--- src/hdl/kcs_pkg.sv ---
// Shared types and constants of the Kuwahara colour smoothing block.
`default_nettype none
package kcs_pkg;

  localparam int CH_W       = 8;
  localparam int NUM_CH     = 3;
  localparam int PIX_W      = NUM_CH * CH_W;
  localparam int ENTRY_W    = 2 * PIX_W;
  localparam int ROW_W      = 12;
  localparam int COL_OUT_W  = 10;
  localparam int SUM4_W     = CH_W + 2;
  localparam int SUM9_W     = 12;
  localparam int DIFF_W     = 12;
  localparam int SQ_W       = 2 * DIFF_W;
  // largest measure is 3 * 2295^2, below 2^24
  localparam int MEASURE_W  = 24;

  localparam int WIDTH_CFG_W  = 11;
  localparam int HEIGHT_CFG_W = 13;
  localparam int CFG_DATA_W   = 13;
  localparam int CFG_IDX_W    = 1;
  localparam int WIDTH_RESET  = 380;
  localparam int HEIGHT_RESET = 500;
  localparam int ROW_LIMIT    = 4096;

  localparam logic [CFG_IDX_W-1:0] REG_IMAGE_WIDTH  = 1'b0;
  localparam logic [CFG_IDX_W-1:0] REG_IMAGE_HEIGHT = 1'b1;

  localparam logic [1:0] QUAD_UL = 2'd0;
  localparam logic [1:0] QUAD_UR = 2'd1;
  localparam logic [1:0] QUAD_LL = 2'd2;
  localparam logic [1:0] QUAD_LR = 2'd3;

  localparam int OUT_DEPTH = 16;
  localparam int OUT_PTR_W = 4;
  localparam int OUT_CNT_W = 5;

  // channel 0 (a) in the low byte
  typedef logic [NUM_CH-1:0][CH_W-1:0] pix_t;
  typedef logic [3:0][NUM_CH-1:0][CH_W-1:0] quad_mean_t;
  typedef logic [NUM_CH-1:0][SUM9_W-1:0] win_sum_t;

  typedef struct packed {
    logic                 valid;
    logic                 last;
    logic [ROW_W-1:0]     row;
    logic [COL_OUT_W-1:0] col;
  } tag_t;

  // packed so that smooth a sits in the low bits
  typedef struct packed {
    logic [1:0]           quad;
    logic [COL_OUT_W-1:0] col;
    logic [ROW_W-1:0]     row;
    pix_t                 smooth;
  } result_t;

  typedef struct packed {
    logic    last;
    result_t data;
  } out_item_t;

endpackage
`default_nettype wire

--- src/hdl/kcs_out_fifo.sv ---
// Result queue that decouples the pipeline from the output handshake.
`default_nettype none
module kcs_out_fifo (
  input  logic               clk,
  input  logic               rst,
  input  logic               in_valid,
  input  kcs_pkg::out_item_t in_item,
  output logic               out_valid,
  input  logic               out_ready,
  output kcs_pkg::out_item_t out_item
);
  import kcs_pkg::*;

  out_item_t              entries [OUT_DEPTH];
  logic [OUT_PTR_W-1:0]   wr_ptr;
  logic [OUT_PTR_W-1:0]   rd_ptr;
  logic [OUT_CNT_W-1:0]   count;
  logic                   pop;

  assign out_valid = (count != '0);
  assign out_item  = entries[rd_ptr];
  assign pop       = out_valid && out_ready;

  // upstream holds a credit per queued result, so a push never overflows
  always_ff @(posedge clk) begin
    if (rst) begin
      wr_ptr <= '0;
      rd_ptr <= '0;
      count  <= '0;
    end else begin
      if (in_valid) begin
        entries[wr_ptr] <= in_item;
        wr_ptr          <= wr_ptr + OUT_PTR_W'(1);
      end
      if (pop) begin
        rd_ptr <= rd_ptr + OUT_PTR_W'(1);
      end
      count <= count + OUT_CNT_W'(in_valid) - OUT_CNT_W'(pop);
    end
  end

endmodule
`default_nettype wire

--- config.mk ---
export PLATFORM = sky130hd
export DESIGN_NAME = kcs_out_fifo
export DESIGN_NICKNAME = d
export VERILOG_FILES = /design/src/hdl/kcs_pkg.sv /design/src/hdl/kcs_out_fifo.sv
export SDC_FILE = /design/constraint.sdc
export NUM_CORES = 1
export LEC_CHECK = 0
export ABC_CLOCK_PERIOD_IN_PS = 3000
export BUFFER_PORTS_ARGS = -buffer_cell sky130_fd_sc_hd__buf_2
export CAP_MARGIN = 20
export CORE_UTILIZATION = 60
export CTS_CLUSTER_DIAMETER = 100
export CTS_CLUSTER_SIZE = 20
export DETAILED_ROUTE_END_ITERATION = 8
export GPL_TIMING_DRIVEN = 0
export PLACE_DENSITY = 0.77
export REMOVE_ABC_BUFFERS = 1
export SLEW_MARGIN = 25
export SYNTH_ARGS = -nofsm -noshare
export SYNTH_HDL_FRONTEND = slang
export SYNTH_SLANG_ARGS = --single-unit
--- constraint.sdc ---
create_clock -name clk -period 3 [get_ports clk]
set_input_delay 0.6 -clock clk [delete_from_list [all_inputs] [get_ports clk]]
set_output_delay 0.6 -clock clk [all_outputs]
set_load 0.03 [all_outputs]
==> flow_metrics.py <==
metrics = {
    "outcome": {
        "outcome": "complete, but fails checks",
        "violations": "setup timing",
    },
    "synthesis": {
        "syn_inst": 1297,
        "synth_edf_count": 784,
        "yosys.area.top_type": "edfxtp_1",
        "yosys-top-cells-count": "784 x edfxtp_1, 196 x mux4_2, 98 x a22oi_1",
        "yosysMostFrequentCell": "edfxtp_1",
        "synthArstFlopShare": 0,
        "yosys.area.top_type_share": 0.781,
        "synth_warnings": 0,
        "avgSynthCellArea_um2": 23.2,
        "synth-main-ff-cell": "edfxtp_1",
        "ys_seq_area_frac": 0.792,
        "synthTopCellsByArea": "edfxtp_1 78%, mux4_2 15%, a22oi_1 2.4%",
        "syn_area_mm2": 0.0302,
        "ys_ff_latch": 801,
        "synth_cell_types": 29,
    },
    "sta": {
        "period_needed_ns": 3.13,
        "slew_headroom": 0.557,
        "hold_viol_final": 0,
        "setup_slack_ns": -0.129,
        "timing_worst_slew_pin_value_ns": 0.664,
        "fmaxAchievable_ghz": 0.320,
        "skew_ns": 0.0220,
        "rsz0062_at_grt": "yes",
        "finalCritPeriodShare": 1.04,
        "drv_slew": 0,
        "setup_viol": 36,
    },
    "clocking": {
        "cts.sinks": 801,
        "cts_inserted_buffers": 46,
        "cts_tree": "built",
        "htree_levels": 2,
        "insertion_delay_ns": 0.60,
        "cts-root-buf": "clkbuf_16",
        "clkTransAtPathRegs_ns": 0.08,
        "clockBufferDepth": 3,
    },
    "layout": {
        "area_growth_pct": 16.9,
        "drive_gt1_frac": 0.380,
        "post-route-util": 0.715,
        "nets": 1546,
        "design_area_mm2": 0.0352,
    },
    "min_path": {
        "min_path_type": "in2reg",
    },
    "worst_setup_path": {
        "timing.rr.end": "count[4]",
        "cp.required_ns": 2.40,
        "crit_path_end": "out_item[38]",
        "cp-start-kind": "flip-flop",
        "rr_worst_depth": 13,
        "worstPathMaxFanout": 7,
        "worstPathArrival_ns": 2.53,
        "crit_path_end_kind": "output port",
        "r2r_slack_ns": 0.16,
        "reg2reg_from": "count[2]",
        "worstSetupPathType": "reg2out",
    },
    "route": {
        "drc": 0,
        "vias": 14700,
        "ant_nets": 0,
        "drtPass1Iterations": 7,
        "routedWlPerCell_um": 32.6,
        "wirelength_mm": 70.7,
        "via_per_inst": 6.77,
        "drt_iter0_markers": 1882,
    },
    "global_routing": {
        "gr-total-overflow": 0,
        "grt_pass1_vias": 15000,
        "grt.total_usage": 0.287,
        "grt_use_met3": 0.0493,
        "grt_start_max_net_pins": 46,
        "met2_usage": 0.460,
        "grt_use_met1": 0.413,
        "top_usage_layer": "met2",
        "grt_pass1_wl_mm": 101,
        "antenna_found_initial": 4,
    },
    "place": {
        "post_dp_cell_area_mm2": 0.0321,
        "gp_congestion": 0.673,
        "port_buffers": 102,
        "hpwl_mm": 33.2,
    },
    "die": {
        "die_h_um": 226,
        "start_util": 0.612,
        "fp.dieW_um": 226,
        "core_area_mm2": 0.0493,
        "ios": 103,
        "die_area_mm2": 0.0512,
        "num_rows": 81,
    },
    "power": {
        "total_power_uw": 25800,
        "leakage_uw": 0.0110,
        "power_density_mw_per_mm2": 731,
        "ir_drop_uv": 534,
    },
    "job": {
        "cap_violations": 0,
    },
}
-- area by class of cell --
type,count,area [um2]
clock buffers,66,1290
repair buffers,203,2780
flip-flops and latches,801,23900
fillers,2680,14000
diodes,3,7.51
clock inverters,1,20.0
well taps,664,831
inverters,9,33.8
multi-input cells,420,6380
-- layout by cell type (no fill, tap or decap), drive strengths merged --
cell type | netlist | routed
edfxtp | 784 | 784
or3 | 1 | 1
nor2b | 5 | 5
diode | 0 | 3
xnor2 | 3 | 3
o21ai | 1 | 1
inv | 9 | 10
mux2i | 1 | 1
nand3 | 3 | 3
ha | 11 | 11
a21oi | 4 | 4
mux4 | 196 | 196
buf | 30 | 199
bufbuf | 0 | 4
and2 | 17 | 17
nor3b | 1 | 1
or4b | 1 | 1
clkbuf | 37 | 66
nand4 | 1 | 1
nand2 | 53 | 53
dfxtp | 17 | 17
and3b | 1 | 1
and3 | 2 | 2
xor2 | 6 | 6
a22oi | 98 | 98
nor2 | 13 | 13
a21o | 1 | 1
fa | 1 | 1
-- where the power goes --
group | internal, uW | total [uW] | leakage, uW | switching (uW)
Sequential | 12400 | 12500 | 0.00720 | 69.6
Combinational | 3740 | 6900 | 0.00315 | 3170
Clock | 3000 | 6400 | 0.000634 | 3400
-- through the flow --
stage / setup slack [ns] / instances / TNS (ns) / hold WS [ns]
6_report: -0.129 / 2167 / -1.55 / 0.319
5_1_grt: -0.196 / 2164 / -4.71 / 0.322
4_1_cts: -0.117 / 2166 / -2.77 / 0.286
3_5_place_dp: -0.115 / 2032 / -1.07 / 0.478
3_3_place_gp: -10.47 / 1996 / -1512.32 / 0.476
2_1_floorplan: -6.77 / 1230 / -331.61 / 0.455
-- critical path, cell delays in order, from the launching register on --
cell and delay (ns):
dfxtp_4 0.40, buf_12 0.11, buf_16 0.14, buf_16 0.15
buf_12 0.11, mux4_2 0.52, a22oi_2 0.23, nand2_2 0.11
buf_6 0.15
-- logic make-up (layout without fill, tap and decap cells) --
logic type      Yosys count  after routing  synth area share
compound gates          104            104            0.0255
xor+xnor                  9              9           0.00261
fa+ha+maj                12             12           0.00523
buf+inv                  76            279            0.0129
flops                   801            801             0.792
mux                     197            197             0.147
other cells               0              3                 0
simple gates             98             98            0.0150
-- state kept, by name, summed over array words and instances (netlist names), named ones only --
| register | count |
|---|---|
| wr_ptr | 4 |
| rd_ptr | 4 |
| entries | 784 |
| count | 5 |
-- routing by layer --
| layer | vias up | wire length (um) |
|---|---|---|
| met5 | - | 39 |
| met4 | 6 | 1800 |
| met3 | 133 | 7220 |
| met2 | 934 | 35200 |
| met1 | 7728 | 26400 |
| li1 | 5861 | - |
-- worst min-delay path by stage --
stage / from / endpoint / slack (ns) / cells past startpoint
6_report: out_ready / flip-flop / 0.32 / 3
5_1_grt: out_ready / flip-flop / 0.32 / 3
4_1_cts: out_ready / flip-flop / 0.29 / 3
3_5_place_dp: rd_ptr[1] / flip-flop / 0.48 / 2
3_3_place_gp: rd_ptr[1] / rd_ptr[1] / 0.48 / 2
2_1_floorplan: rd_ptr[1] / flip-flop / 0.46 / 2
-- repair_timing --
| action | 4_1_cts | 5_1_grt |
|---|---|---|
| resized for setup | 193 | 23 |
| hold buffers | 0 | 0 |
| pin swaps | 63 | 24 |
| buffers inserted | 44 | 1 |
| cloned | 24 | 0 |
| setup endpoints to repair | 50 | 50 |
Note: power is estimated with default switching activity, not from simulation.
