`config.mk`:
```
export PLATFORM = sky130hd
export DESIGN_NAME = kcs_select
export DESIGN_NICKNAME = d
export VERILOG_FILES = /design/src/hdl/kcs_pkg.sv /design/src/hdl/kcs_select.sv
export SDC_FILE = /design/constraint.sdc
export NUM_CORES = 2
export LEC_CHECK = 0
export BUFFER_PORTS_ARGS = -buffer_cell sky130_fd_sc_hd__buf_4
export CAP_MARGIN = 20
export CORE_MARGIN = 2
export CORE_UTILIZATION = 60
export CTS_CLUSTER_DIAMETER = 60
export DETAILED_ROUTE_END_ITERATION = 10
export PLACE_DENSITY = 0.73
export SKIP_LAST_GASP = 1
export SYNTH_ARGS = -nofsm -noshare
export SYNTH_HDL_FRONTEND = slang
export SYNTH_SLANG_ARGS = --single-unit
```
`constraint.sdc`:
```
create_clock -name clk -period 58.1 [get_ports clk]
set_input_delay 11.62 -clock clk [delete_from_list [all_inputs] [get_ports clk]]
set_output_delay 11.62 -clock clk [all_outputs]
set_load 0.005 [all_outputs]
```
`src/hdl/kcs_pkg.sv`:
```
// Shared types and constants of the Kuwahara colour smoothing block.
`default_nettype none
package kcs_pkg;

  localparam int CH_W       = 8;
  localparam int NUM_CH     = 3;
  localparam int PIX_W      = NUM_CH * CH_W;
  localparam int ENTRY_W    = 2 * PIX_W;
  localparam int ROW_W      = 12;
  localparam int COL_OUT_W  = 10;
  localparam int SUM4_W     = CH_W + 2;
  localparam int SUM9_W     = 12;
  localparam int DIFF_W     = 12;
  localparam int SQ_W       = 2 * DIFF_W;
  // largest measure is 3 * 2295^2, below 2^24
  localparam int MEASURE_W  = 24;

  localparam int WIDTH_CFG_W  = 11;
  localparam int HEIGHT_CFG_W = 13;
  localparam int CFG_DATA_W   = 13;
  localparam int CFG_IDX_W    = 1;
  localparam int WIDTH_RESET  = 380;
  localparam int HEIGHT_RESET = 500;
  localparam int ROW_LIMIT    = 4096;

  localparam logic [CFG_IDX_W-1:0] REG_IMAGE_WIDTH  = 1'b0;
  localparam logic [CFG_IDX_W-1:0] REG_IMAGE_HEIGHT = 1'b1;

  localparam logic [1:0] QUAD_UL = 2'd0;
  localparam logic [1:0] QUAD_UR = 2'd1;
  localparam logic [1:0] QUAD_LL = 2'd2;
  localparam logic [1:0] QUAD_LR = 2'd3;

  localparam int OUT_DEPTH = 16;
  localparam int OUT_PTR_W = 4;
  localparam int OUT_CNT_W = 5;

  // channel 0 (a) in the low byte
  typedef logic [NUM_CH-1:0][CH_W-1:0] pix_t;
  typedef logic [3:0][NUM_CH-1:0][CH_W-1:0] quad_mean_t;
  typedef logic [NUM_CH-1:0][SUM9_W-1:0] win_sum_t;

  typedef struct packed {
    logic                 valid;
    logic                 last;
    logic [ROW_W-1:0]     row;
    logic [COL_OUT_W-1:0] col;
  } tag_t;

  // packed so that smooth a sits in the low bits
  typedef struct packed {
    logic [1:0]           quad;
    logic [COL_OUT_W-1:0] col;
    logic [ROW_W-1:0]     row;
    pix_t                 smooth;
  } result_t;

  typedef struct packed {
    logic    last;
    result_t data;
  } out_item_t;

endpackage
`default_nettype wire

```
`src/hdl/kcs_select.sv`:
```
// Quadrant measures, minimum search and result register.
`default_nettype none
module kcs_select (
  input  logic                clk,
  input  logic                rst,
  input  kcs_pkg::tag_t       in_tag,
  input  kcs_pkg::quad_mean_t means,
  input  kcs_pkg::win_sum_t   wsum,
  output logic                out_valid,
  output kcs_pkg::out_item_t  out_item
);
  import kcs_pkg::*;

  typedef logic [3:0][NUM_CH-1:0][DIFF_W-1:0] diff_t;
  typedef logic [3:0][NUM_CH-1:0][SQ_W-1:0]   sq_t;
  typedef logic [3:0][MEASURE_W-1:0]          meas_t;

  diff_t                diff_next;
  logic [DIFF_W-1:0]    nine;

  tag_t                 t1_tag, t2_tag, t3_tag, t4_tag;
  quad_mean_t           t1_means, t2_means, t3_means, t4_means;
  diff_t                t1_diff;
  sq_t                  t2_sq;
  meas_t                t3_meas;
  logic [1:0]           t4_q_lo, t4_q_hi;
  logic [MEASURE_W-1:0] t4_m_lo, t4_m_hi;
  logic [1:0]           best;

  // |9 * mean - window sum| per quadrant and channel
  always_comb begin
    nine = '0;
    for (int q = 0; q < 4; q++) begin
      for (int ch = 0; ch < NUM_CH; ch++) begin
        nine = DIFF_W'({means[q][ch], 3'b000}) + DIFF_W'(means[q][ch]);
        diff_next[q][ch] = (nine >= wsum[ch]) ? nine - wsum[ch] : wsum[ch] - nine;
      end
    end
  end

  // keep the earlier quadrant on ties
  assign best = (t4_m_hi < t4_m_lo) ? t4_q_hi : t4_q_lo;

  always_ff @(posedge clk) begin
    if (rst) begin
      t1_tag.valid <= 1'b0;
      t2_tag.valid <= 1'b0;
      t3_tag.valid <= 1'b0;
      t4_tag.valid <= 1'b0;
      out_valid    <= 1'b0;
    end else begin
      t1_tag   <= in_tag;
      t1_means <= means;
      t1_diff  <= diff_next;

      t2_tag   <= t1_tag;
      t2_means <= t1_means;
      for (int q = 0; q < 4; q++) begin
        for (int ch = 0; ch < NUM_CH; ch++) begin
          t2_sq[q][ch] <= SQ_W'(t1_diff[q][ch]) * SQ_W'(t1_diff[q][ch]);
        end
      end

      t3_tag   <= t2_tag;
      t3_means <= t2_means;
      for (int q = 0; q < 4; q++) begin
        t3_meas[q] <= MEASURE_W'(t2_sq[q][0] + t2_sq[q][1] + t2_sq[q][2]);
      end

      t4_tag   <= t3_tag;
      t4_means <= t3_means;
      if (t3_meas[1] < t3_meas[0]) begin
        t4_q_lo <= QUAD_UR;
        t4_m_lo <= t3_meas[1];
      end else begin
        t4_q_lo <= QUAD_UL;
        t4_m_lo <= t3_meas[0];
      end
      if (t3_meas[3] < t3_meas[2]) begin
        t4_q_hi <= QUAD_LR;
        t4_m_hi <= t3_meas[3];
      end else begin
        t4_q_hi <= QUAD_LL;
        t4_m_hi <= t3_meas[2];
      end

      out_valid            <= t4_tag.valid;
      out_item.last        <= t4_tag.last;
      out_item.data.quad   <= best;
      out_item.data.row    <= t4_tag.row;
      out_item.data.col    <= t4_tag.col;
      out_item.data.smooth <= t4_means[best];
    end
  end

endmodule
`default_nettype wire

```
==> metrics.cfg <==
[yosys]
synth_edf_count=1091
synth_top_family_by_area=adder cells
synth_xor_area_share_pct=4.78
synthSimpleGateAreaFrac_pct=9.14
syn_area_sq_mm=0.103
synth_area_per_cell_sq_um=10.9
synth_cell_types=97
postSynthRegisterBits=1096
synth_compound_area_share_pct=8.60
synthMuxAreaShare_pct=2.31
synthAdderAreaFrac_pct=35.3
synth_cells=9423
synth-seq-area-share_pct=32.1
synth.top_cell.area_share_pct=32.0
synthTopCellsByArea=edfxtp_1, fa_1, ha_1
yosysMostFrequentCell=inv_1
synthArstFlopShare_pct=0
synthTopCellsByCount=inv_1, ha_1, edfxtp_1, fa_1, and2_1
yosysTopAreaCell=edfxtp_1
yosys_warnings=0
synthFlopType=edfxtp_1

[sta]
relSlewSlack_pct=29.7
tightest_slew_ps=1050
finClkSkew_ps=25.3
tns_ps=0
setup-violations-final=0
grt_setup_unrepaired=false
finalCritPeriodShare_pct=27.8
max_freq_mhz=62.0
holdWs_ps=413
timing.final.ws_setup_ps=41960
hold_violations=0
fin_crit_ps=16140
maxSlewViolCount=0

[status]
status=finished, final reports clean

[clocking]
root_buffer=clkbuf_16
ctsHtreeMaxLevel=4
cts_resized=0
cts_buffer_depth=3
clock_sinks=1096
clk_pin_slew_ps=60
cts_tree=done
cts-hold-fix-buffers=0
postCtsSetupBuffers=0
cts_buffers=136
clk_latency_ps=810

[global_route]
grt_pass1_wl_um=364000
grt.busiest_layer=met2
gr-usage-met3_pct=3.92
grt_max_degree=161
grt_use_total_pct=26.5
grt_use_met2_pct=43.8
gr-usage-met1_pct=36.3
first_global_vias=69000
antenna_found_initial=2
grt-ovfl-total=0

[worst_hold_path]
hold_path_depth=0
hp-class=reg2reg

[placement]
io_buffer_count=207
place_ws_ps=41030
place.gp.congestion=0.912
dpl.hpwl_um=180000

[setup_path]
slowest_delay_ps=910
crit_buf_inv=7
slowest_stage=buf_4
crit_top_cell=buf_4
cp_top_family=buffers and inverters
criticalPathCategory=in2reg
crit_path_start_kind=input pin
rr_worst_depth=20
crit_chain=buf_4 > inv_8 > buf_4 > buf_4 > buf_4 > buf_4 > buf_4
timing.critical_path.arrival_ps=16560
cp_num_cells=7
crit_required_ps=58520
critPathMaxFanout=125
endpoint_kind=register

[route]
routedWlPerCell_um=18.9
routed_wl_um=225000
vias=66300
ant_nets=0
drtIter0Drc=4423
drtPass1Iterations=5
viasPerCell=5.57
drc_errors=0

[final_layout]
seq_area_sq_mm=0.0329
final_nets=12000
fin_util_pct=65.4
area_growth_pct=8.10
multi_input_area_sq_mm=0.0616
drive_gt1_share_pct=6.05
n_fill_cell=13100

[floorplan]
rows=151
ioPinCount=208
die_x_um=417
die_h_um=417
die-area_sq_mm=0.174
core_area_sq_mm=0.169
initial_utilization_pct=60.5

[flow_run]
drv_cap=0

[stage by stage]
step                cell area, sq um  cells
detailed placement            106000  11700
CTS                           111000  11900
finish                        111000  11900
floorplan                     103000   9434
global route                  111000  11900
global placement              106000  11700
[area by class of cell]
cell class	count	share of cell area [%]
Tap cell	2218	2.50
Inverter	1916	6.50
Antenna cell	3	0.00677
Sequential cell	1096	29.6
Clock inverter	92	0.956
Timing Repair Buffer	229	1.57
Multi-Input combinational cell	6201	55.6
Clock buffer	156	3.20
[cells in the final DEF, fill, tap and decap left out, types with 227 or more instances in the layout]
| master | synthesis | final |
|---|---|---|
| ha_1 | 1182 | 1182 |
| and2_1 | 526 | 526 |
| a21oi_1 | 406 | 405 |
| fa_1 | 1067 | 1067 |
| edfxtp_1 | 1091 | 1091 |
| inv_1 | 1916 | 1915 |
| xnor2_1 | 409 | 409 |
| nand2_1 | 463 | 462 |
| nor2_1 | 282 | 281 |
| buf_4 | 0 | 227 |
[cells by family after synthesis]
kind of cell	count (synthesis)
xor gates and xnor gates	559
and+or+nand+nor	1816
adders and majority gates	2249
other	1
buffers and inverters	2137
AOI/OAI and AO/OA	1339
muxes	226
DFF	1096
[worst paths after layout]
path	to	slack (ps)	startpoint
worst max-delay path	t1_diff[30]$_DFFE_PN_	41960	rst
worst min-delay path	t4_means[16]$_DFFE_PN_	410	t3_means[16]$_DFFE_PN_
worst max register to register	t2_sq[45]$_DFFE_PN_	51730	t1_diff[16]$_DFFE_PN_
worst min register to register	t4_means[16]$_DFFE_PN_	410	t3_means[16]$_DFFE_PN_
[sequential cells by signal, indices dropped and copies added, names as in the netlist, 49 cells and up]
name,count
t2_sq,276
t2_means,96
t1_diff,144
t3_means,96
t4_means,96
out_item,49
t1_means,96
t3_meas,96
[layer usage]
metal  routed length, um  up-vias
met5                  20        -
met4                6900        2
met1               97600    33000
met3               12500      370
met2              108000     1563
li1                    -    31300
[worst reg2reg max path, stage by stage (launching register included)]
cell	delay, ps
edfxtp_1	850
inv_1	230
nor2_1	240
inv_1	90
fa_1	530
inv_1	70
ha_1	280
a21oi_1	80
fa_1	540
inv_1	60
fa_1	530
inv_1	50
fa_1	470
inv_1	40
ha_1	360
nand2_1	140
nor4_1	480
nor2_1	110
a221oi_1	600
a31oi_1	200
xnor2_1	180
Power is not shown: default switching activity piles up to over one toggle a cycle in this logic, so the estimate is an artifact.
