`src/hdl/kcs_pkg.sv`:
```
// Shared types and constants of the Kuwahara colour smoothing block.
`default_nettype none
package kcs_pkg;

  localparam int CH_W       = 8;
  localparam int NUM_CH     = 3;
  localparam int PIX_W      = NUM_CH * CH_W;
  localparam int ENTRY_W    = 2 * PIX_W;
  localparam int ROW_W      = 12;
  localparam int COL_OUT_W  = 10;
  localparam int SUM4_W     = CH_W + 2;
  localparam int SUM9_W     = 12;
  localparam int DIFF_W     = 12;
  localparam int SQ_W       = 2 * DIFF_W;
  // largest measure is 3 * 2295^2, below 2^24
  localparam int MEASURE_W  = 24;

  localparam int WIDTH_CFG_W  = 11;
  localparam int HEIGHT_CFG_W = 13;
  localparam int CFG_DATA_W   = 13;
  localparam int CFG_IDX_W    = 1;
  localparam int WIDTH_RESET  = 380;
  localparam int HEIGHT_RESET = 500;
  localparam int ROW_LIMIT    = 4096;

  localparam logic [CFG_IDX_W-1:0] REG_IMAGE_WIDTH  = 1'b0;
  localparam logic [CFG_IDX_W-1:0] REG_IMAGE_HEIGHT = 1'b1;

  localparam logic [1:0] QUAD_UL = 2'd0;
  localparam logic [1:0] QUAD_UR = 2'd1;
  localparam logic [1:0] QUAD_LL = 2'd2;
  localparam logic [1:0] QUAD_LR = 2'd3;

  localparam int OUT_DEPTH = 16;
  localparam int OUT_PTR_W = 4;
  localparam int OUT_CNT_W = 5;

  // channel 0 (a) in the low byte
  typedef logic [NUM_CH-1:0][CH_W-1:0] pix_t;
  typedef logic [3:0][NUM_CH-1:0][CH_W-1:0] quad_mean_t;
  typedef logic [NUM_CH-1:0][SUM9_W-1:0] win_sum_t;

  typedef struct packed {
    logic                 valid;
    logic                 last;
    logic [ROW_W-1:0]     row;
    logic [COL_OUT_W-1:0] col;
  } tag_t;

  // packed so that smooth a sits in the low bits
  typedef struct packed {
    logic [1:0]           quad;
    logic [COL_OUT_W-1:0] col;
    logic [ROW_W-1:0]     row;
    pix_t                 smooth;
  } result_t;

  typedef struct packed {
    logic    last;
    result_t data;
  } out_item_t;

endpackage
`default_nettype wire

```
`src/hdl/kcs_window.sv`:
```
// Column window of the 3x3 neighborhood plus window sums and quadrant means.
`default_nettype none
module kcs_window (
  input  logic                clk,
  input  logic                rst,
  input  logic                step,
  input  kcs_pkg::tag_t       in_tag,
  input  kcs_pkg::pix_t       top,
  input  kcs_pkg::pix_t       mid,
  input  kcs_pkg::pix_t       px,
  output kcs_pkg::tag_t       out_tag,
  output kcs_pkg::quad_mean_t means,
  output kcs_pkg::win_sum_t   wsum
);
  import kcs_pkg::*;

  // entries 0..2: column col-2, rows r-2..r; entries 3..5: column col-1
  pix_t               col_win [6];
  pix_t               g [3][3];
  logic [SUM4_W-1:0]  sum4 [4][NUM_CH];
  quad_mean_t         means_next;
  win_sum_t           wsum_next;

  always_comb begin
    g[0][0] = col_win[0];
    g[1][0] = col_win[1];
    g[2][0] = col_win[2];
    g[0][1] = col_win[3];
    g[1][1] = col_win[4];
    g[2][1] = col_win[5];
    g[0][2] = top;
    g[1][2] = mid;
    g[2][2] = px;
  end

  always_comb begin
    for (int ch = 0; ch < NUM_CH; ch++) begin
      wsum_next[ch] = '0;
      for (int r = 0; r < 3; r++) begin
        for (int c = 0; c < 3; c++) begin
          wsum_next[ch] = wsum_next[ch] + SUM9_W'(g[r][c][ch]);
        end
      end
      for (int q = 0; q < 4; q++) begin
        sum4[q][ch] = SUM4_W'(g[q >> 1][q & 1][ch])
                    + SUM4_W'(g[q >> 1][(q & 1) + 1][ch])
                    + SUM4_W'(g[(q >> 1) + 1][q & 1][ch])
                    + SUM4_W'(g[(q >> 1) + 1][(q & 1) + 1][ch]);
        means_next[q][ch] = sum4[q][ch][SUM4_W-1:2];
      end
    end
  end

  always_ff @(posedge clk) begin
    if (rst) begin
      out_tag.valid <= 1'b0;
    end else begin
      out_tag <= in_tag;
      means   <= means_next;
      wsum    <= wsum_next;
      if (step) begin
        col_win[0] <= col_win[3];
        col_win[1] <= col_win[4];
        col_win[2] <= col_win[5];
        col_win[3] <= top;
        col_win[4] <= mid;
        col_win[5] <= px;
      end
    end
  end

endmodule
`default_nettype wire

```
`config.mk`:
```
export PLATFORM = sky130hd
export DESIGN_NAME = kcs_window
export DESIGN_NICKNAME = d
export VERILOG_FILES = /design/src/hdl/kcs_pkg.sv /design/src/hdl/kcs_window.sv
export SDC_FILE = /design/constraint.sdc
export NUM_CORES = 1
export LEC_CHECK = 0
export BUFFER_PORTS_ARGS = -buffer_cell sky130_fd_sc_hd__buf_2
export CORE_MARGIN = 3
export CORE_UTILIZATION = 65
export CTS_CLUSTER_SIZE = 25
export DETAILED_ROUTE_END_ITERATION = 6
export GPL_TIMING_DRIVEN = 0
export PLACE_DENSITY = 0.95
export SLEW_MARGIN = 25
export SYNTH_ARGS = -nofsm -noshare
export SYNTH_HDL_FRONTEND = slang
export SYNTH_SLANG_ARGS = --single-unit
```
`constraint.sdc`:
```
create_clock -name clk -period 16.7 [get_ports clk]
set_input_delay 3.34 -clock clk [delete_from_list [all_inputs] [get_ports clk]]
set_output_delay 3.34 -clock clk [all_outputs]
set_load 0.01 [all_outputs]
```
==> results.sh, run 1 <==
export IMPL_grt_pass1_wl_um=82500
export IMPL_postRouteAntennaNets=0
export IMPL_placed_area_sq_mm=0.0236
export IMPL_min_from="col_win[5][14]$_DFFE_PP_"
export IMPL_path_class="in -> reg"
export IMPL_postSynth_asyncResetShare=0
export IMPL_drt_pass1_iterations=5
export IMPL_drc=0
export IMPL_fin_cells=2313
export IMPL_area_growth_pct=14.8
export IMPL_maxCapViolCount=0
export IMPL_powerDensity_mw_per_mm2=162
export IMPL_hold_path_class="reg -> reg"
export IMPL_finalInstanceArea_sq_mm=0.0248
export IMPL_status="finished clean"
export IMPL_die_area_sq_mm=0.0355
export IMPL_dieWidth_um=188
export IMPL_clkTransAtPathRegs_ns=0.06
export IMPL_synth_cells=1544
export IMPL_synth_edf_count=299
export IMPL_clk_path_buf_depth=3
export IMPL_start_util=0.663
export IMPL_drive_above_1_share=0.175
export IMPL_hold_slack_ns=0.590
export IMPL_cts_setup_buffers=0
export IMPL_grt_max_degree=93
export IMPL_netlist_cell_type_count=48
export IMPL_fmax_ghz=0.141
export IMPL_r2r_start="col_win[3][9]$_DFFE_PP_"
export IMPL_startpoint_type="input pin"
export IMPL_cp_data_arrival_time_ns=7.38
export IMPL_yosys_warnings=0
export IMPL_final_util=0.761
export IMPL_setup_worst_path_start="mid[20]"
export IMPL_die_h_um=188
export IMPL_grt_pass1_vias=15500
export IMPL_holdBufCountCts=0
export IMPL_htree_levels=2
export IMPL_clk_latency_ns=0.54
export IMPL_grt_remaining_overflow=0
export IMPL_fillers=1757
export IMPL_skew_ns=0.0312
export IMPL_antenna_found_initial=3
export IMPL_finalHoldViolations=0
export IMPL_power_leakage_nw=10.8
export IMPL_syn_nets=2120
export IMPL_std_cell_rows=66
export IMPL_seqCellArea_sq_mm=0.00900
export IMPL_ir_drop_v=0.000110
export IMPL_rsz0062_at_grt="false"
export IMPL_fin_tns_setup_ns=0
export IMPL_cts_root_buf="clkbuf_16"
export IMPL_ys_seq_area_frac=0.416
export IMPL_gp_congestion=0.901
export IMPL_syn_avg_cell_area_sq_um=14.0
export IMPL_tritoncts="done"
export IMPL_maxSlewHeadroom=0.528
export IMPL_multi_input_area_sq_mm=0.0114
export IMPL_drt_initial_drc_count=1203
export IMPL_drt_total_wl_um=51900
export IMPL_dp_cells=2246
export IMPL_setup_violations=0
export IMPL_port_buffer_count=254
export IMPL_vias=13500
export IMPL_path_max_fanout=4
export IMPL_cts_buffers=35
export IMPL_drv_slew=0
export IMPL_final_nets=2417
export IMPL_grt_use_total=0.306
export IMPL_dpl_hpwl_um=41100
export IMPL_crit_required_ns=16.97
export IMPL_worst_slew_pin_transition_ns=0.706
export IMPL_fin_crit_sh=0.426
export IMPL_synth_main_ff_cell="edfxtp_1"
export IMPL_post_route_min_period_ns=7.11
export IMPL_viasPerCell=5.84
export IMPL_ys_ff_latch=300
export IMPL_io_pins=255
export IMPL_cts_sinks=300
export IMPL_syn_area_sq_mm=0.0216
export IMPL_core_area_sq_mm=0.0326
export IMPL_critPathCaptureType="flop"
export IMPL_cts_repair_resized=0
export IMPL_wire_per_inst_um=22.4
registers in the layout (all words and copies together), names as in the netlist:
name and cells:
means 96, wsum 36, out_tag 24, col_win 144
routing by layer:
layer,vias to the layer above,global-route usage,part of all wire
li1,5716,-,-
met1,6832,0.354,0.34
met2,747,0.552,0.53
met3,206,0.0597,0.077
met4,2,0.143,0.055
met5,-,0,0.00037
power breakdown:
group / leakage [nW] / switching (mW) / internal [mW]
clock: 0.585 / 0.317 / 0.495
combinational: 7.29 / 1.15 / 0.859
sequential: 2.88 / 0.0816 / 1.11
total: 10.8 / 1.55 / 2.47
cells in the final DEF, fill, tap and decap left out, drive strengths merged, types with 5 or more instances in the layout:
master  count
nand2b      5
xor2       10
a21boi     24
bufinv      6
o21ai      47
clkbuf     44
nand3      10
nor2       86
nor2b      23
nand2      23
xnor2      55
inv       330
a211oi      8
edfxtp    299
a21o        6
buf       260
or3        10
a21oi      42
ha        123
o211ai     17
fa        354
a41o        7
diode       5
clkinv      9
o21a       14
o31ai       9
Yosys cell counts (3+ instances only):
library cell,count,area [sq um]
a211oi_1,8,60.1
a21boi_0,11,82.6
a21boi_1,13,97.6
a21o_1,6,45.0
a21oi_1,40,200
a41o_1,7,70.1
edfxtp_1,299,8980
fa_1,354,7090
ha_1,123,1540
inv_1,329,1230
nand2_1,23,86.3
nand2b_1,5,31.3
nand3_1,10,50.1
nand3b_1,3,22.5
nand4b_1,3,26.3
nor2_1,86,323
nor2b_1,23,144
o211ai_1,17,128
o21a_1,14,105
o21ai_0,41,205
o21ai_1,6,30.0
o22a_1,3,26.3
o31a_1,4,35.0
o31ai_1,9,67.6
or2_2,3,18.8
or3_1,10,62.6
xnor2_1,55,482
xor2_1,10,87.6
critical path, cell delays in order:
cell	delay, ns
buf_2	0.17
inv_1	0.09
fa_1	0.51
inv_1	0.06
fa_1	0.50
fa_1	0.54
inv_1	0.06
fa_1	0.57
inv_1	0.06
ha_1	0.33
nor2b_1	0.14
o21ai_0	0.37
a21boi_1	0.17
o41ai_1	0.34
xnor2_1	0.12
per-stage QoR:
stage | total power [mW] | setup slack (ns)
6_report | 4.02 | 9.59
5_1_grt | 4.28 | 9.51
4_1_cts | 4.01 | 9.71
3_5_place_dp | 3.17 | 9.17
3_3_place_gp | 3.01 | 3.69
2_1_floorplan | 2.55 | 6.31
kinds of logic (layout without fill, tap and decap cells):
family | Yosys count | count (layout) | synth area share
and+or+nand+nor | 174 | 174 | 0.0379
adders and majority gates | 477 | 477 | 0.399
buffers and inverters | 329 | 651 | 0.0571
other | 0 | 5 | 0
xor gates and xnor gates | 65 | 65 | 0.0263
AOI/OAI and AO/OA | 199 | 199 | 0.0633
DFF | 300 | 300 | 0.416
cell type report:
class                           count  area share
Multi-Input combinational cell    915       0.459
Sequential cell                   300       0.363
Timing Repair Buffer              260      0.0570
Inverter                          329      0.0501
Clock buffer                       44      0.0379
Tap cell                          442      0.0223
Clock inverter                     18      0.0106
Antenna cell                        5    0.000504
path summary, 6_finish.rpt:
check	endpoint	slack (ns)	cells past startpoint
setup / recovery	wsum[34]$_DFFE_PN_	9.59	15
hold / removal	col_win[2][14]$_DFFE_PP_	0.59	0
setup reg to reg	wsum[22]$_DFFE_PN_	12.05	13
hold reg to reg	col_win[2][14]$_DFFE_PP_	0.59	0
No activity file was read; power rests on OpenSTA's default activity.
==> run 2: changes to the inputs <==
Settings changed: CORE_UTILIZATION 65 to 54, PLACE_DENSITY 0.95 to 0.9.
Clock period 16.7 ns to 6.45 ns, I/O delays scaled along.
==> run 2 against run 1 <==
Net effect: global-route usage decreased by 5.7 points; design area grew 0.30%; die area is 20% higher; largest cell class unchanged.
==> results.sh, run 2 (same netlist as run 1, synthesis figures left out) <==
export IMPL_powerDensity_mw_per_mm2=416
export IMPL_gp_congestion=0.903
export IMPL_cts_repair_resized=0
export IMPL_antenna_found_initial=7
export IMPL_grt_pass1_vias=15100
export IMPL_grt_remaining_overflow=0
export IMPL_fin_ws_ns=1.34
export IMPL_p_sw_frac=0.392
export IMPL_holdBufCountCts=0
export IMPL_area_growth_pct=15.1
export IMPL_path_max_fanout=3
export IMPL_power_leakage_nw=10.7
export IMPL_fin_crit_sh=0.792
export IMPL_clkTransAtPathRegs_ns=0.06
export IMPL_drv_slew=0
export IMPL_clk_path_buf_depth=3
export IMPL_cts_root_buf="clkbuf_16"
export IMPL_core_area_sq_mm=0.0391
export IMPL_dieWidth_um=206
export IMPL_rsz0062_at_grt="false"
export IMPL_setup_violations=0
export IMPL_p_seq_frac=0.299
export IMPL_power_switching_mw=4.06
export IMPL_die_area_sq_mm=0.0425
export IMPL_cp_data_arrival_time_ns=5.38
export IMPL_viasPerCell=5.55
export IMPL_io_pins=255
export IMPL_port_buffer_count=254
export IMPL_final_util=0.637
export IMPL_drt_initial_drc_count=916
export IMPL_skew_ns=0.0276
export IMPL_drt_pass1_iterations=6
export IMPL_grt_max_degree=98
export IMPL_ir_drop_v=0.000297
export IMPL_fmax_ghz=0.196
export IMPL_preCtsSetupSlack_ns=0.917
export IMPL_start_util=0.553
export IMPL_std_cell_rows=72
export IMPL_drt_total_wl_um=50400
export IMPL_tritoncts="done"
export IMPL_largest_reg_flops=144
export IMPL_holdPathStages=0
export IMPL_wire_per_inst_um=21.1
export IMPL_final_nets=2418
export IMPL_die_h_um=206
export IMPL_path_class="in -> reg"
export IMPL_internal_power_mw=6.29
export IMPL_r2r_end="wsum[22]$_DFFE_PN_"
export IMPL_hold_path_end="col_win[2][14]$_DFFE_PP_"
export IMPL_critPathCaptureType="flop"
export IMPL_largestRegisters="col_win (144), means (96), wsum (36)"
export IMPL_fin_cells=2391
export IMPL_status="finished clean"
export IMPL_worst_slew_pin_transition_ns=0.686
export IMPL_hold_path_class="reg -> reg"
export IMPL_finalHoldViolations=0
export IMPL_post_route_min_period_ns=5.11
export IMPL_regMostFlops="col_win"
export IMPL_grt_pass1_wl_um=80300
export IMPL_layout_common_cells="fa_1, inv_1, edfxtp_1, buf_2, ha_1"
export IMPL_dp_cells=2323
export IMPL_clock_power_share=0.195
export IMPL_p_comb_frac=0.506
export IMPL_r2r_start="col_win[3][10]$_DFFE_PP_"
export IMPL_cts_buffers=35
export IMPL_layout_commonest_cell="fa_1"
export IMPL_maxCapViolCount=0
export IMPL_drc=0
export IMPL_htree_levels=2
export IMPL_rrSetupSlack_ns=1.74
export IMPL_drive_above_1_share=0.174
export IMPL_r2r_cells=11
export IMPL_crit_required_ns=6.72
export IMPL_startpoint_type="input pin"
export IMPL_fillers=2639
export IMPL_cts_setup_buffers=0
export IMPL_postRouteAntennaNets=0
export IMPL_grt_use_total=0.249
export IMPL_min_from="col_win[5][14]$_DFFE_PP_"
export IMPL_dpl_hpwl_um=39600
export IMPL_vias=13300
export IMPL_power_mw=10.3
export IMPL_cts_sinks=300
export IMPL_clk_latency_ns=0.55
export IMPL_maxSlewHeadroom=0.541
==> run 2: critical path, cell delays in order <==
cell and delay, ns:
buf_2 0.13, inv_1 0.08, fa_1 0.56, inv_1 0.06, fa_1 0.45, fa_1 0.51
fa_1 0.42, ha_1 0.26, fa_1 0.51, a21o_1 0.22, a211oi_1 0.43, nor2_1 0.14
o22ai_1 0.22, xnor2_1 0.10
==> run 2: metal layers <==
| layer | GRT usage | part of all wire |
|---|---|---|
| met5 | 0 | 0.00036 |
| met2 | 0.436 | 0.51 |
| met1 | 0.296 | 0.35 |
| met4 | 0.105 | 0.040 |
| met3 | 0.0583 | 0.092 |
==> run 2: area by class of cell <==
cell class,instances,area (sq um),share of cell area
flip-flops and latches,300,9000,0.362
inverters,329,1240,0.0499
repair buffers,261,1450,0.0582
clock buffers,40,916,0.0368
diodes,7,17.5,0.000704
well taps,518,648,0.0260
multi-input cells,915,11400,0.458
clock inverters,21,228,0.00915
==> run 2: per-stage QoR <==
step	setup TNS, ns	cell area [sq um]	hold WS (ns)
after floorplan	0	21600	0.530
after global placement	-119.81	23500	0.591
after detailed placement	0	23700	0.605
after CTS	0	24900	0.618
after global routing	0	24900	0.633
final	0	24900	0.599
==> run 2: worst max-delay path by stage <==
stage,start,end,slack [ns]
after floorplan,step,col_win[0][0]$_DFFE_PP_,0.97
after global placement,rst,col_win[4][8]$_DFFE_PP_,-0.86
after CTS,top[10],wsum[22]$_DFFE_PN_,1.43
after global routing,mid[10],wsum[22]$_DFFE_PN_,1.22
final,top[10],wsum[22]$_DFFE_PN_,1.34
after detailed placement,top[10],wsum[22]$_DFFE_PN_,0.92
==> run 2: power by group through the flow <==
| stage | registers [mW] | logic (mW) | clock network (mW) |
|---|---|---|---|
| 6_report | 3.10 | 5.24 | 2.01 |
| 5_1_grt | 3.14 | 5.83 | 2.12 |
| 4_1_cts | 3.10 | 5.20 | 2.05 |
| 3_5_place_dp | 3.13 | 5.09 | 0 |
| 3_3_place_gp | 3.13 | 4.78 | 0 |
| 2_1_floorplan | 3.29 | 3.30 | 0 |
==> run 3: changes to the inputs <==
Clock period 6.45 ns to 4.6 ns, I/O delays scaled along.
==> run 3 against run 2 <==
Net effect: design area rose by 0.70%; sequential power rose by 40%; sequential cell count did not move; first-iteration DRC count fell by 5.0%; worst setup slack got worse by 1.2 ns; critical path depth rose by 1; total power rose by 42%; clock power rose by 47%; via count rose by 0.91%; global-route usage rose by 0.52 points; final cell count rose by 0.67%; critical endpoint is now wsum[34]$_DFFE_PN_; largest power group unchanged.
==> results.sh, run 3 (same netlist as run 1, synthesis figures left out) <==
export IMPL_std_cell_rows=72
export IMPL_dpl_hpwl_um=40700
export IMPL_cts_root_buf="clkbuf_16"
export IMPL_crit_end="wsum[34]$_DFFE_PN_"
export IMPL_drt_initial_drc_count=870
export IMPL_clkTransAtPathRegs_ns=0.06
export IMPL_crit_required_ns=4.90
export IMPL_dp_cells=2322
export IMPL_holdPathStages=1
export IMPL_regMostFlops="col_win"
export IMPL_vias=13400
export IMPL_drt_total_wl_um=51800
export IMPL_grt_max_degree=88
export IMPL_viasPerCell=5.56
export IMPL_placed_area_sq_mm=0.0237
export IMPL_r2r_end="wsum[22]$_DFFE_PN_"
export IMPL_largestRegisters="col_win (144), means (96), wsum (36)"
export IMPL_hold_path_class="in -> reg"
export IMPL_powerDensity_mw_per_mm2=588
export IMPL_io_pins=255
export IMPL_finalHoldViolations=0
export IMPL_cp_data_arrival_time_ns=4.77
export IMPL_skew_ns=0.0208
export IMPL_maxSlewHeadroom=0.494
export IMPL_critPathCaptureType="flop"
export IMPL_final_nets=2433
export IMPL_setup_violations=0
export IMPL_r2r_start="col_win[4][10]$_DFFE_PP_"
export IMPL_largest_reg_flops=144
export IMPL_dieWidth_um=206
export IMPL_maxCapViolCount=0
export IMPL_area_growth_pct=15.9
export IMPL_grt_remaining_overflow=0
export IMPL_gp_congestion=0.895
export IMPL_fmax_ghz=0.224
export IMPL_tritoncts="done"
export IMPL_drc=0
export IMPL_setup_worst_path_start="top[20]"
export IMPL_holdBufCountCts=0
export IMPL_fin_tns_setup_ns=0
export IMPL_fin_crit_sh=0.972
export IMPL_layout_commonest_cell="fa_1"
export IMPL_status="finished clean"
export IMPL_antenna_found_initial=11
export IMPL_power_leakage_nw=10.8
export IMPL_clk_latency_ns=0.55
export IMPL_ir_drop_v=0.000396
export IMPL_htree_levels=2
export IMPL_die_area_sq_mm=0.0425
export IMPL_layout_common_cells="fa_1, inv_1, edfxtp_1, buf_2, ha_1"
export IMPL_start_util=0.553
export IMPL_path_class="in -> reg"
export IMPL_fin_ws_ns=0.129
export IMPL_die_h_um=206
export IMPL_wire_per_inst_um=21.5
export IMPL_fillers=2632
export IMPL_preCtsSetupSlack_ns=-0.618
export IMPL_grt_pass1_vias=15400
export IMPL_rrSetupSlack_ns=0.18
export IMPL_grt_pass1_wl_um=81900
export IMPL_post_route_min_period_ns=4.47
export IMPL_startpoint_type="input pin"
export IMPL_port_buffer_count=254
export IMPL_core_area_sq_mm=0.0391
export IMPL_finalInstanceArea_sq_mm=0.0251
export IMPL_clk_path_buf_depth=3
export IMPL_cts_buffers=36
export IMPL_power_mw=14.7
export IMPL_path_max_fanout=3
export IMPL_drv_slew=0
export IMPL_cts_sinks=300
export IMPL_grt_use_total=0.254
export IMPL_fin_cells=2407
export IMPL_drt_pass1_iterations=5
export IMPL_worst_slew_pin_transition_ns=0.758
export IMPL_postRouteAntennaNets=0
export IMPL_drive_above_1_share=0.184
export IMPL_r2r_cells=11
export IMPL_rsz0062_at_grt="false"
[run 3: per-stage QoR]
step	hold WS, ns	util
6_report	0.542	0.641
5_1_grt	0.526	0.641
4_1_cts	0.513	0.637
3_5_place_dp	0.601	0.606
3_3_place_gp	0.593	0.602
2_1_floorplan	0.530	-
[run 3: power by group]
part           leakage, nW  internal (mW)  switching [mW]
Sequential            2.88           4.04           0.293
Clock                0.590           1.80            1.16
Combinational         7.37           3.20            4.25
[run 3: worst min path at each step]
stage	slack [ns]	to	start
global placement	0.59	col_win[2][12]$_DFFE_PP_	col_win[5][12]$_DFFE_PP_
global route	0.53	out_tag[0]$_DFFE_PN_	in_tag[0]
finish	0.54	out_tag[0]$_DFFE_PN_	in_tag[0]
detailed placement	0.60	col_win[2][12]$_DFFE_PP_	col_win[5][12]$_DFFE_PP_
CTS	0.51	out_tag[0]$_DFFE_PN_	in_tag[0]
floorplan	0.53	col_win[2][16]$_DFFE_PP_	col_win[5][16]$_DFFE_PP_
[run 3: timing repair]
action	CTS	global route
setup endpoints to repair	2	7
setup buffers	0	15
pin swaps	0	2
gates resized for setup	1	9
[run 3: layer usage]
layer / up-vias / routed length, um / track usage
li1: 5754 / - / -
met1: 6838 / 17300 / 0.289
met2: 604 / 27200 / 0.450
met3: 186 / 4780 / 0.0673
met4: 10 / 2420 / 0.114
met5: - / 57 / 0
[run 3: final cells by class]
type / count / area, sq um / share of cell area
clock buffers: 40 / 937 / 0.0374
inverters: 329 / 1240 / 0.0496
multi-input cells: 915 / 11400 / 0.456
flip-flops and latches: 300 / 9000 / 0.359
repair buffers: 275 / 1520 / 0.0606
diodes: 8 / 20.0 / 0.000799
clock inverters: 22 / 262 / 0.0104
well taps: 518 / 648 / 0.0259
[run 3: critical path, stage by stage]
cell and delay (ns):
buf_2 0.13, inv_1 0.07, fa_1 0.55, inv_1 0.06
fa_1 0.50, fa_1 0.55, inv_1 0.06, fa_1 0.56
inv_1 0.05, ha_1 0.33, nor2b_1 0.14, o21ai_0 0.25
a21boi_1 0.16, o41ai_2 0.31, xnor2_1 0.10
